--- config.mk ---
export PLATFORM = sky130hd
export DESIGN_NAME = plp_ctrl
export DESIGN_NICKNAME = d
export VERILOG_FILES = /design/src/design/piecewise_linear_level_profile_defines.svh /design/src/design/plp_pkg.sv /design/src/design/plp_ctrl.sv
export SDC_FILE = /design/constraint.sdc
export NUM_CORES = 1
export LEC_CHECK = 0
export ABC_AREA = 1
export BUFFER_PORTS_ARGS = -buffer_cell sky130_fd_sc_hd__buf_2
export CORE_AREA = 4 4 41 43
export CTS_BUF_LIST = sky130_fd_sc_hd__clkbuf_8
export CTS_CLUSTER_SIZE = 40
export DETAILED_ROUTE_END_ITERATION = 10
export DIE_AREA = 0 0 45 47
export PLACE_DENSITY = 0.72
export SLEW_MARGIN = 15
export SYNTH_ARGS = -nofsm -noshare
export SYNTH_HDL_FRONTEND = slang
export SYNTH_SLANG_ARGS = --single-unit
--- constraint.sdc ---
create_clock -name clk -period 2.8 [get_ports clk]
set_input_delay 0.14 -clock clk [delete_from_list [all_inputs] [get_ports clk]]
set_output_delay 0.14 -clock clk [all_outputs]
set_load 0.1 [all_outputs]
--- src/design/piecewise_linear_level_profile_defines.svh ---
// assertion helpers for the top-level design file
`ifndef PIECEWISE_LINEAR_LEVEL_PROFILE_DEFINES_SVH
`define PIECEWISE_LINEAR_LEVEL_PROFILE_DEFINES_SVH

// same-cycle implication, checked out of reset
`define PLP_ASSERT_IMPL(label, ante, cons, msg) \
	label: assert property (@(posedge clk) disable iff (!arst_n) (ante) |-> (cons)) \
		else $error(msg);

// next-cycle implication, checked out of reset
`define PLP_ASSERT_NEXT(label, ante, cons, msg) \
	label: assert property (@(posedge clk) disable iff (!arst_n) (ante) |=> (cons)) \
		else $error(msg);

`endif

--- src/design/plp_pkg.sv ---
package plp_pkg;

	// table depth default
	localparam int PLP_MAX_POINTS = 64;

	// field widths
	localparam int CMD_W     = 2;
	localparam int SLOT_W    = 6;
	localparam int TIME_W    = 32;
	localparam int LEVEL_W   = 32;
	localparam int COUNT_W   = 7;
	localparam int SEG_OUT_W = 6;

	// arithmetic widths
	localparam int MAG_W     = 32;
	localparam int PROD_W    = 2 * MAG_W;
	localparam int QUO_W     = 33;
	localparam int DIV_CNT_W = $clog2(QUO_W + 1);

	typedef enum logic [CMD_W-1:0] {
		CMD_LOAD     = 2'd0,
		CMD_EVAL_ADV = 2'd1,
		CMD_EVAL     = 2'd2,
		CMD_REWIND   = 2'd3
	} cmd_t;

	// which value goes into the result word
	typedef enum logic [1:0] {
		RES_NONE,
		RES_LAST,
		RES_FLAT,
		RES_INTERP
	} res_kind_t;

	// controller to datapath
	typedef struct packed {
		logic      capture;
		logic      mem_write;
		logic      seg_clear;
		logic      rd_en;
		logic      rd_next;
		logic      diff_en;
		logic      mul_en;
		logic      div_start;
		logic      out_load;
		logic      seg_step;
		res_kind_t res_kind;
	} ctrl_cmd_t;

	// datapath to controller
	typedef struct packed {
		cmd_t cmd;
		logic active;
		logic last;
		logic span_zero;
		logic advance;
		logic div_done;
	} dp_status_t;

endpackage

--- src/design/plp_ctrl.sv ---
module plp_ctrl (
	input  logic                 clk,
	input  logic                 arst_n,
	input  logic                 in_valid,
	output logic                 in_ready,
	output logic                 out_valid,
	input  logic                 out_ready,
	input  plp_pkg::dp_status_t  status,
	output plp_pkg::ctrl_cmd_t   dp_cmd
);
	import plp_pkg::*;

	typedef enum logic [3:0] {
		ST_IDLE,
		ST_DECODE,
		ST_RD0,
		ST_RD1,
		ST_DIFF,
		ST_MUL,
		ST_DIV_GO,
		ST_DIV_WAIT,
		ST_FIN
	} state_t;

	state_t    state_q;
	res_kind_t kind_q;
	logic      out_valid_q;
	logic      out_free;

	assign out_free  = !out_valid_q || out_ready;
	assign in_ready  = state_q == ST_IDLE;
	assign out_valid = out_valid_q;

	// per-state commands
	always_comb begin
		dp_cmd          = '0;
		dp_cmd.res_kind = kind_q;
		case (state_q)
			ST_IDLE: begin
				dp_cmd.capture = in_valid;
			end
			ST_DECODE: begin
				case (status.cmd)
					CMD_LOAD:   dp_cmd.mem_write = 1'b1;
					CMD_REWIND: dp_cmd.seg_clear = 1'b1;
					default:    ;
				endcase
			end
			ST_RD0: begin
				dp_cmd.rd_en = 1'b1;
			end
			ST_RD1: begin
				dp_cmd.rd_en   = 1'b1;
				dp_cmd.rd_next = 1'b1;
			end
			ST_DIFF: begin
				dp_cmd.diff_en = 1'b1;
			end
			ST_MUL: begin
				dp_cmd.mul_en = 1'b1;
			end
			ST_DIV_GO: begin
				dp_cmd.div_start = 1'b1;
			end
			ST_FIN: begin
				dp_cmd.out_load = out_free;
				dp_cmd.seg_step = out_free && status.cmd == CMD_EVAL_ADV && status.advance
					&& (kind_q inside {RES_INTERP, RES_FLAT});
			end
			default: ;
		endcase
	end

	// state, result kind and output valid
	always_ff @(posedge clk or negedge arst_n) begin
		if (!arst_n) begin
			state_q     <= ST_IDLE;
			kind_q      <= RES_NONE;
			out_valid_q <= 1'b0;
		end else begin
			if (state_q == ST_FIN && out_free) begin
				out_valid_q <= 1'b1;
			end else if (out_ready) begin
				out_valid_q <= 1'b0;
			end
			case (state_q)
				ST_IDLE: begin
					if (in_valid) begin
						state_q <= ST_DECODE;
					end
				end
				ST_DECODE: begin
					case (status.cmd)
						CMD_LOAD, CMD_REWIND: begin
							kind_q  <= RES_NONE;
							state_q <= ST_FIN;
						end
						default: begin
							if (status.active) begin
								state_q <= ST_RD0;
							end else begin
								kind_q  <= RES_NONE;
								state_q <= ST_FIN;
							end
						end
					endcase
				end
				ST_RD0: begin
					if (status.last) begin
						kind_q  <= RES_LAST;
						state_q <= ST_FIN;
					end else begin
						state_q <= ST_RD1;
					end
				end
				ST_RD1: begin
					state_q <= ST_DIFF;
				end
				ST_DIFF: begin
					state_q <= ST_MUL;
				end
				ST_MUL: begin
					if (status.span_zero) begin
						kind_q  <= RES_FLAT;
						state_q <= ST_FIN;
					end else begin
						state_q <= ST_DIV_GO;
					end
				end
				ST_DIV_GO: begin
					state_q <= ST_DIV_WAIT;
				end
				ST_DIV_WAIT: begin
					if (status.div_done) begin
						kind_q  <= RES_INTERP;
						state_q <= ST_FIN;
					end
				end
				ST_FIN: begin
					if (out_free) begin
						state_q <= ST_IDLE;
					end
				end
				default: begin
					state_q <= ST_IDLE;
				end
			endcase
		end
	end

endmodule

# [Word-level counts from Yosys, hierarchy flattened]
# Cells that the tools add are included.
[classes] n_eq_ne=18 muxes=26 n_reduce_logical=15
[op_table] cell="$pmux 4 s9" n=1
[op_table] cell="$mux 4" n=7
[op_table] cell="$eq 4x3->1 const B" n=4
[op_table] cell="$mux 2" n=7
[op_table] cell="$mux 1" n=10
[op_table] cell="$ne 2x2->1 const B" n=5
[op_table] cell="$eq 4x2->1 const B" n=2
[op_table] cell="$pmux 2 s4" n=1
[op_table] cell="$eq 2x2->1 const B" n=3
[op_table] cell="$reduce_and 5->1" n=1
[op_table] cell="$eq 4x1->1 const B" n=1
[op_table] cell="$eq 4x4->1 const B" n=1
[op_table] cell="$logic_and 1x1->1" n=4
[op_table] cell="$logic_not 4->1" n=1
[op_table] cell="$reduce_bool 2->1" n=2
[op_table] cell="$reduce_bool 4->1" n=1
[op_table] cell="$reduce_or 2->1" n=2
[op_table] cell="$ne 3x3->1 const B" n=1
[op_table] cell="$reduce_and 3->1" n=1
[op_table] cell="$eq 2x1->1 const B" n=1
[op_table] cell="$logic_not 2->1" n=1
[op_table] cell="$logic_not 1->1" n=1
[op_table] cell="$logic_or 1x1->1" n=1
[word_totals] out_inout_bits=14 register_bits=7 elab_cells=62

# [Logic depth before layout (Yosys ltp)]
# Gate-level depths: netlist (run 1).
[depth] word_depth=6 depth_mapped=8 ltp_nobuf=8

# [Least setup slack after synthesis (run 1)]
# Ideal clock, no wire load.
[synth_timing] kind="register to output" startpoint="reg kind_q[1]" endpoint="out dp_cmd[2] (netlist bit)" arrival_time_ns=2.363 stages_incl_launch_ff=3 setup_slack_ns=0.297 required_ns=2.660 path_cell_list="dfrtp_1 -> nand3_1 -> nor2_1"
[synth_rtl] item="from (decl)" line_no="plp_ctrl.sv:26" text="res_kind_t kind_q;"
[synth_rtl] item="from (signal assigned)" line_no="plp_ctrl.sv:78" text="kind_q <= RES_NONE;"
[synth_rtl] item="from (signal assigned)" line_no="plp_ctrl.sv:95" text="kind_q <= RES_NONE;"
[synth_rtl] item="from (signal assigned)" line_no="plp_ctrl.sv:102" text="kind_q <= RES_NONE;"
[synth_rtl] item="to (decl)" line_no="plp_ctrl.sv:9" text="output plp_pkg::ctrl_cmd_t dp_cmd"

==> reports/results.env, run 1 <==
OUTCOME='finished clean'
CTS_SETUP_BUFFERS=0
HOLD_CLASS='input pin to register'
CRITPATHCAPTURETYPE='output port'
INITIAL_STANDARD_CELL_UTILIZATION_OF_THE_CORE_PCT=42.5
CLOCK-SINKS=7
CTS.REPORTEDPATHS.CLKPINSLEW_NS=0.04
R2R_SETUP_SLACK_NS=1.61
MULTI_INPUT_COMB_AREA_UM2=310
DOMINANT_COMBINATIONAL_CELL_FAMILY_BY_AREA_AFTER_SYNTHESIS='simple AND/OR/NAND/NOR gates'
PLACE.PORT_BUFFERS=24
CRIT_PATH_CELL_TRACE='nor2_1 -> inv_1 -> nor3_1 -> nand2_1 -> nor2_1 -> buf_2'
CTS_ROOT_BUFFER='clkbuf_8'
CP-ENDPOINT='dp_cmd[2]'
GRT_SETUP_UNREPAIRED='no'
HOLD_VIOLATIONS=0
SYNTH_FA_HA_AREA_SHARE_PCT=6.79
YS.WARNINGS.COUNT=0
MOST_FREQUENTLY_USED_CELL_TYPE_IN_THE_POST_SYNTHESIS_NETLIST='nand2_1'
VIA_COUNT=599
GRT_MAX_DEGREE=8
WHS_NS=0.186
GLOBAL_ROUTE_WIRE_LENGTH_BEFORE_REPAIR_MM=2.04
CTSLONGESTPATHBUFFERS=2
NUM-NETS-FINAL=128
FINAL.SETUP.TNS_NS=0
TOTALWIRELENGTH_MM=1.24
PLACEABLE_CORE_REGION_MM2=0.00130
AREA_DELTA_SYNTH_FINAL_PCT=35.1
FLOORPLAN.DIE_AREA_MM2=0.00212
IOPINCOUNT=25
REGAREA_UM2=175
AREA_SHARE_OF_THE_LEADING_CELL_TYPE_IN_THE_SYNTHESIZED_NETLIST_PCT=31.7
ANTENNA_VIOLATING_NETS_POST_ROUTE=0
GRTUSAGEMET3_PCT=1.53
CAP_VIOL_MAX_COUNT=0
CP_SLOWEST_STAGE_DELAY_NS=0.45
WORST_SLEW_MARGIN_REL_PCT=67.7
FINALCRITPERIODSHARE_PCT=65.5
TIMING.RR.END='kind_q[0]'
CRIT-REG2REG-LAUNCH='state_q[0]'
FIN_WORST_SKEW_NS=0.00149
GLOBALROUTE.BUSIESTLAYER='met2'
DIEWIDTH_UM=45
ANTENNA_FOUND_INITIAL=0
FP.DIEH_UM=47
VIAS_IN_THE_FIRST_GLOBAL_ROUTE=510
POST_SYNTHESIS_CELLS=84
GP_CONGESTION=0.849
GR-USAGE-MET1_PCT=17.5
FINAL.MIN_CLOCK_PERIOD_NS=1.83
ANTENNA_CELLS=0
CRITPATHSLOWESTCELL='dfrtp_1'
CRITICAL_PATH_PEAK_FANOUT=7
SYNTH-XOR-AREA-SHARE_PCT=0
CRITPATHLAUNCHTYPE='register'
VIASPERCELL=4.68
TIMING_MAX_TRANSITION_VIOLATIONS_FINAL=0
CP.ARRIVAL_NS=1.69
SYNTH_SEQ_AREA_SHARE_PCT=31.7
CRITICAL_PATH_REQUIRED_NS=2.66
SYNTH_ENABLE_FLOP_CELLS=0
ALL_LAYER_GLOBAL_ROUTING_USAGE_PCT=13.2
TIMING.CRITICAL_PATH.MODE_CELL='nor2_1'
MAXCLOCKFREQUENCY_MHz=545
FILL_CELLS=141
NUMCTSBUFFERS=3
YOSYS.AREA_SHARE.SIMPLE_PCT=46.6
CTS.HTREE.LEVELS=1
R2R_CELLS=7
DETAIL_ROUTE.WL_PER_CELL_UM=9.70
FP-ROW-COUNT=13
YOSYSUNIQUECELLTYPES=17
YS_SEQ_ELEMENTS=7
ACTUAL_SLEW_AT_THE_WORST_MAX_SLEW_PIN_NS=0.488
YOSYS.AREA.TOP_TYPE='dfrtp_1'
DRTITER0DRC=6
YS_ASYNC_RST_SHARE_PCT=100
CTS_TREE='built'
WORST_HOLD_PATH_CELL_COUNT=4
CRIT_TYPE='register to output port'
SYNTH_AREA_PER_CELL_UM2=6.58
SYNTH_AREA_UM2=553
COUNT_OF_UNRESOLVED_DRC_VIOLATIONS_AFTER_ROUTING=0
SYNTHTOPCELLSBYAREA='dfrtp_1 32%, nand2_1 12%, inv_1 11%, nor2_1 10%, nand3_1 7.2%'
DRT_PRE_ANTENNA_ITERS=4
FRACTION_OF_THE_MAPPED_NETLIST_AREA_IN_COMPOUND_GATES_PCT=2.71
POST_ROUTE_CELLS_DRIVE_ABOVE_1_SHARE_PCT=31.9
REPORT.FINAL.SETUP_VIOL=0
SYNTH_NETS=98
CLK_LATENCY_NS=0.23
PLACE.DETAILED.HPWL_MM=1.05
SYNTH.AREA.MUX_SHARE_PCT=0
GRT-OVFL-TOTAL=0
SETUP.WORST_PATH.START='state_q[1]'
DOMINANT_REGISTER_CELL_IN_THE_SYNTHESIZED_NETLIST='dfrtp_1'
GLOBALROUTEMET2UTIL_PCT=21.2
NETLIST_TOP_CELLS_COUNT='17 x nand2_1, 16 x inv_1, 15 x nor2_1'
==> area by class of cell <==
| cell class | instances | share of cell area, % |
|---|---|---|
| clock buffers | 3 | 5.53 |
| clock inverters | 1 | 0.503 |
| inverters | 18 | 9.05 |
| multi-input cells | 59 | 41.5 |
| flip-flops and latches | 7 | 23.5 |
| well taps | 15 | 2.51 |
| repair buffers | 25 | 17.4 |
==> cell usage in the layout, fill, tap and decap left out, drive strengths merged <==
cell,synthesis,final
nand3b,1,1
or2,1,1
a21oi,1,1
inv,18,19
nor3,2,2
ha,3,3
dlygate4sd3,0,1
nand4,3,3
dfrtp,7,7
nand2,18,18
nor2,19,19
nand3,9,9
clkbuf,0,3
buf,0,24
o21ai,2,2
==> metal layers <==
metal	wire, um	vias to the layer above
met1	557	259
met2	557	22
met3	100	2
met4	25	0
li1	-	316
met5	0	-
==> critical path, delay by kind of cell, from the launching register on <==
| family | cells | cell delay, ns |
|---|---|---|
| flops | 1 | 0.45 |
| buf+inv | 2 | 0.49 |
| simple gates | 4 | 0.51 |
==> registers in the layout, summed over array words and instances, names as in the netlist <==
signal,cells
state_q,4
out_valid,1
kind_q,2
==> logic make-up (layout without fill, tap and decap cells) <==
group           after synthesis  count (layout)
fa+ha+maj                     3               3
flops                         7               7
compound gates                3               3
buf+inv                      18              47
simple gates                 53              53
==> worst min path at each step <==
stage               startpoint        end
floorplan               arst_n  kind_q[0]
global placement        arst_n  out_valid
detailed placement      arst_n  out_valid
CTS                  out_ready  out_valid
global route         out_ready  out_valid
finish               out_ready  out_valid
==> timing repair <==
action	CTS	global route
hold endpoints to repair	7	0
hold buffers	1	0
resized for setup	0	0
==> through the flow <==
stage                     worst slack, ns  util [%]  cells  area [um^2]
after floorplan                     0.297         -     84          553
after detailed placement             1.20      53.2    123          692
after global routing                0.842      57.4    128          747
after global placement               1.23      53.2    123          692
final                               0.967      57.4    128          747
after CTS                           0.947      57.4    128          747
Power of run 1 is not shown: default switching activity piles up to over one toggle a cycle in this logic, so the estimate is an artifact.
==> inputs of run 2 (changes only) <==
Settings changed: ABC_AREA 1 to 0.
Clock period 2.8 ns to 1.81 ns, I/O delays scaled along.
==> reports/results.env, run 2 <==
CTS_TREE='built'  # unchanged
GLOBAL_ROUTE_WIRE_LENGTH_BEFORE_REPAIR_MM=2.68  # was 2.04 mm
IOPINCOUNT=25  # unchanged
YOSYSUNIQUECELLTYPES=32  # was 17
CLOCK-SINKS=7  # unchanged
SYNTH_AREA_PER_CELL_UM2=9.88  # was 6.58 um^2
LEADING_CELL_TYPE_IN_THE_LAYOUT_FILL_AND_TAPS_EXCLUDED='buf_2'  # unchanged
ANTENNA_CELLS=0  # unchanged
NETLIST_TOP_CELLS_COUNT='7 x dfrtp_1, 4 x inv_1, 4 x nor2_1'  # was 17 x nand2_1, 16 x inv_1, 15 x nor2_1
ACTUAL_SLEW_AT_THE_WORST_MAX_SLEW_PIN_NS=0.488  # about the same
HOLD_CLASS='input pin to register'  # unchanged
R2R_CELLS=6  # was 7
CRITPATHLAUNCHTYPE='register'  # unchanged
PRECTSSETUPSLACK_NS=0.116  # was 1.20 ns
REPORT.FINAL.SETUP_VIOL=1  # was 0
PLACE.PORT_BUFFERS=24  # unchanged
ALL_LAYER_GLOBAL_ROUTING_USAGE_PCT=18.5  # was 13.2%
CRIT-REG2REG-LAUNCH='state_q[1]'  # was state_q[0]
NUMCTSBUFFERS=3  # unchanged
DOMINANT_REGISTER_CELL_IN_THE_SYNTHESIZED_NETLIST='dfrtp_1'  # unchanged
FP-ROW-COUNT=13  # unchanged
PLACED_CELLS=98  # was 123
CTS_ROOT_BUFFER='clkbuf_8'  # unchanged
PLACE.DETAILED.HPWL_MM=1.18  # was 1.05 mm
OUTCOME='finished with violations'  # was finished clean
POST_ROUTE_CELLS_DRIVE_ABOVE_1_SHARE_PCT=62.8  # was 31.9%
DIEWIDTH_UM=45  # unchanged
SYNTH_SEQ_AREA_SHARE_PCT=31.7  # unchanged
GRT-OVFL-TOTAL=0  # unchanged
HOLDCRITSTARTPOINT='out_ready'  # unchanged
YOSYS.AREA.TOP_TYPE='dfrtp_1'  # unchanged
FINAL.MIN_CLOCK_PERIOD_NS=1.82
INITIAL_STANDARD_CELL_UTILIZATION_OF_THE_CORE_PCT=42.5  # unchanged
CRITICAL_PATH_PEAK_FANOUT=2  # was 7
CLK_LATENCY_NS=0.23  # about the same
CRIT_TYPE='register to output port'  # unchanged
R2R_SETUP_SLACK_NS=0.06  # was 1.61 ns
FINAL.SETUP.WORST_SLACK_NS=-0.0128  # was 0.967 ns
SYNTH_ENABLE_FLOP_CELLS=0  # unchanged
CRITPATHSLOWESTCELL='or4b_4'  # was dfrtp_1
YS_ASYNC_RST_SHARE_PCT=100  # unchanged
FP.DIEH_UM=47  # unchanged
MAXCLOCKFREQUENCY_MHz=549
CP_SLOWEST_STAGE_DELAY_NS=0.56  # was 0.45 ns
TOTALWIRELENGTH_MM=1.59  # was 1.24 mm
VIA_COUNT=553  # was 599
DRT_PRE_ANTENNA_ITERS=4  # unchanged
LARGEST_REG_FLOPS=4  # unchanged
FLOORPLAN.DIE_AREA_MM2=0.00212  # unchanged
PLACEABLE_CORE_REGION_MM2=0.00130  # unchanged
FIN_WORST_SKEW_NS=0.00116  # was 0.00149 ns
CTS.REPORTEDPATHS.CLKPINSLEW_NS=0.04  # about the same
CRIT_PATH_CELL_TRACE='or4b_4 -> nor2b_4 -> and4_4 -> buf_12'  # was nor2_1 -> inv_1 -> nor3_1 -> nand2_1 -> nor2_1 -> buf_2
ANTENNA_VIOLATING_NETS_POST_ROUTE=0  # unchanged
WORST_SLEW_MARGIN_REL_PCT=67.7  # about the same
SYNTH_NETS=70  # was 98
LAYOUT_COMMON_CELLS='15 x buf_2, 12 x buf_4, 10 x buf_12'  # was 24 x buf_2, 17 x inv_1, 17 x nand2_1
ANTENNA_FOUND_INITIAL=0  # unchanged
SYNTH_AREA_UM2=553  # unchanged
GRT_SETUP_UNREPAIRED='yes'  # was no
POST_SYNTHESIS_CELLS=56  # was 84
CP-ENDPOINT='dp_cmd[2]'  # unchanged
NUM-NETS-FINAL=109  # was 128
VIAS_IN_THE_FIRST_GLOBAL_ROUTE=561  # was 510
VIASPERCELL=5.07  # was 4.68
YS.WARNINGS.COUNT=0  # unchanged
FINAL_CELLS=109  # was 128
FINALCRITPERIODSHARE_PCT=101
SETUP.WORST_PATH.START='state_q[2]'  # was state_q[1]
TIMING_MAX_TRANSITION_VIOLATIONS_FINAL=0  # unchanged
DRTITER0DRC=5  # was 6
DETAIL_ROUTE.WL_PER_CELL_UM=14.6  # was 9.70 um
GRT_MAX_DEGREE=12  # was 8
TIMING.RR.END='kind_q[0]'  # unchanged
COUNT_OF_UNRESOLVED_DRC_VIOLATIONS_AFTER_ROUTING=0  # unchanged
VIOLATIONS='negative setup slack'
CP.ARRIVAL_NS=1.73  # was 1.69 ns
CRITICAL_PATH_REQUIRED_NS=1.72  # was 2.66 ns
GP_CONGESTION=0.824  # was 0.849
SYNTHTOPCELLSBYAREA='dfrtp_1 32%, ha_1 6.8%, buf_4 4.1%, nor4_4 3.8%, nand2b_1 3.4%'  # was dfrtp_1 32%, nand2_1 12%, inv_1 11%, nor2_1 10%, nand3_1 7.2%
REGISTERS.TOP_BY_FF_COUNT='state_q'  # unchanged
AREA_SHARE_OF_THE_LEADING_CELL_TYPE_IN_THE_SYNTHESIZED_NETLIST_PCT=31.7  # unchanged
CAP_VIOL_MAX_COUNT=0  # unchanged
YS_SEQ_ELEMENTS=7  # unchanged
CTSLONGESTPATHBUFFERS=2  # unchanged
HOLD_VIOLATIONS=0  # unchanged
CRITPATHCAPTURETYPE='output port'  # unchanged
CTS.HTREE.LEVELS=1  # unchanged
MOST_FREQUENTLY_USED_CELL_TYPE_IN_THE_POST_SYNTHESIS_NETLIST='dfrtp_1'  # was nand2_1
AREA_DELTA_SYNTH_FINAL_PCT=83.9  # was 35.1%
-- run 2: cell types whose count changed after synthesis, moves of 3 or more --
cell      previous run  this run
nand2b_1             0         3
inv_1               16         4
nor2_1              15         4
nand3_1              8         0
nand2_1             17         1
nand4_1              3         0
buf_4                0         3
-- run 2: cell families (layout without fill, tap and decap cells) --
kind of cell    count (synthesis)  count (layout)  synth area share (%)
buf+inv                         8              46                  8.82
mux                             2               2                  4.52
simple gates                   28              28                  36.7
fa+ha+maj                       3               3                  6.79
flops                           7               7                  31.7
compound gates                  6               6                  8.37
xor+xnor                        2               2                  3.17
-- run 2: worst min-delay path by stage --
stage | to | slack (ns) | cells after the start
floorplan | kind_q[0] | -0.21 | 0
global placement | out_valid | -0.07 | 1
detailed placement | out_valid | -0.07 | 1
CTS | out_valid | 0.21 | 3
global route | out_valid | 0.22 | 2
finish | out_valid | 0.21 | 3
-- run 2: final cells by class --
class | instances | area [um^2]
multi-input combinational | 41 | 384
timing repair buffer | 38 | 375
fill | 78 | 284
sequential | 7 | 179
clock buffer | 3 | 41.3
tap | 15 | 18.8
inverter | 4 | 15.0
clock inverter | 1 | 3.75
-- run 2: critical path: cells and delay by family (launching register included) --
kind / cells / cell delay (ns)
and+or+nand+nor: 3 / 0.93
DFF: 1 / 0.40
buffers and inverters: 1 / 0.17
-- run 2: per-layer routing --
layer  up-vias  GRT usage, %  part of all wire [%]
met2        15          30.8                    52
li1        268             -                     -
met5         -             0                     0
met4         0          8.77                   1.2
met1       268          21.7                    41
met3         2          5.75                   5.2
-- run 2: timing repair --
item,4_1_cts,5_1_grt
setup endpoints to repair,1,2
hold buffers,1,0
pin swaps,1,3
resized for setup,3,0
buffers inserted,6,0
cloned,0,0
endpoints found under the hold margin,7,0
-- run 2: per-stage QoR --
stage               util [%]  setup TNS, ns  cell area (um^2)  hold WS [ns]
finish                  78.2        -0.0128              1020         0.206
global route            78.2        -0.0618              1020         0.218
floorplan                  -          -2.36               612        -0.205
detailed placement      70.2              0               913       -0.0694
CTS                     78.2              0              1020         0.207
global placement        70.2              0               913       -0.0692
Power of run 2 is left out for the same reason.
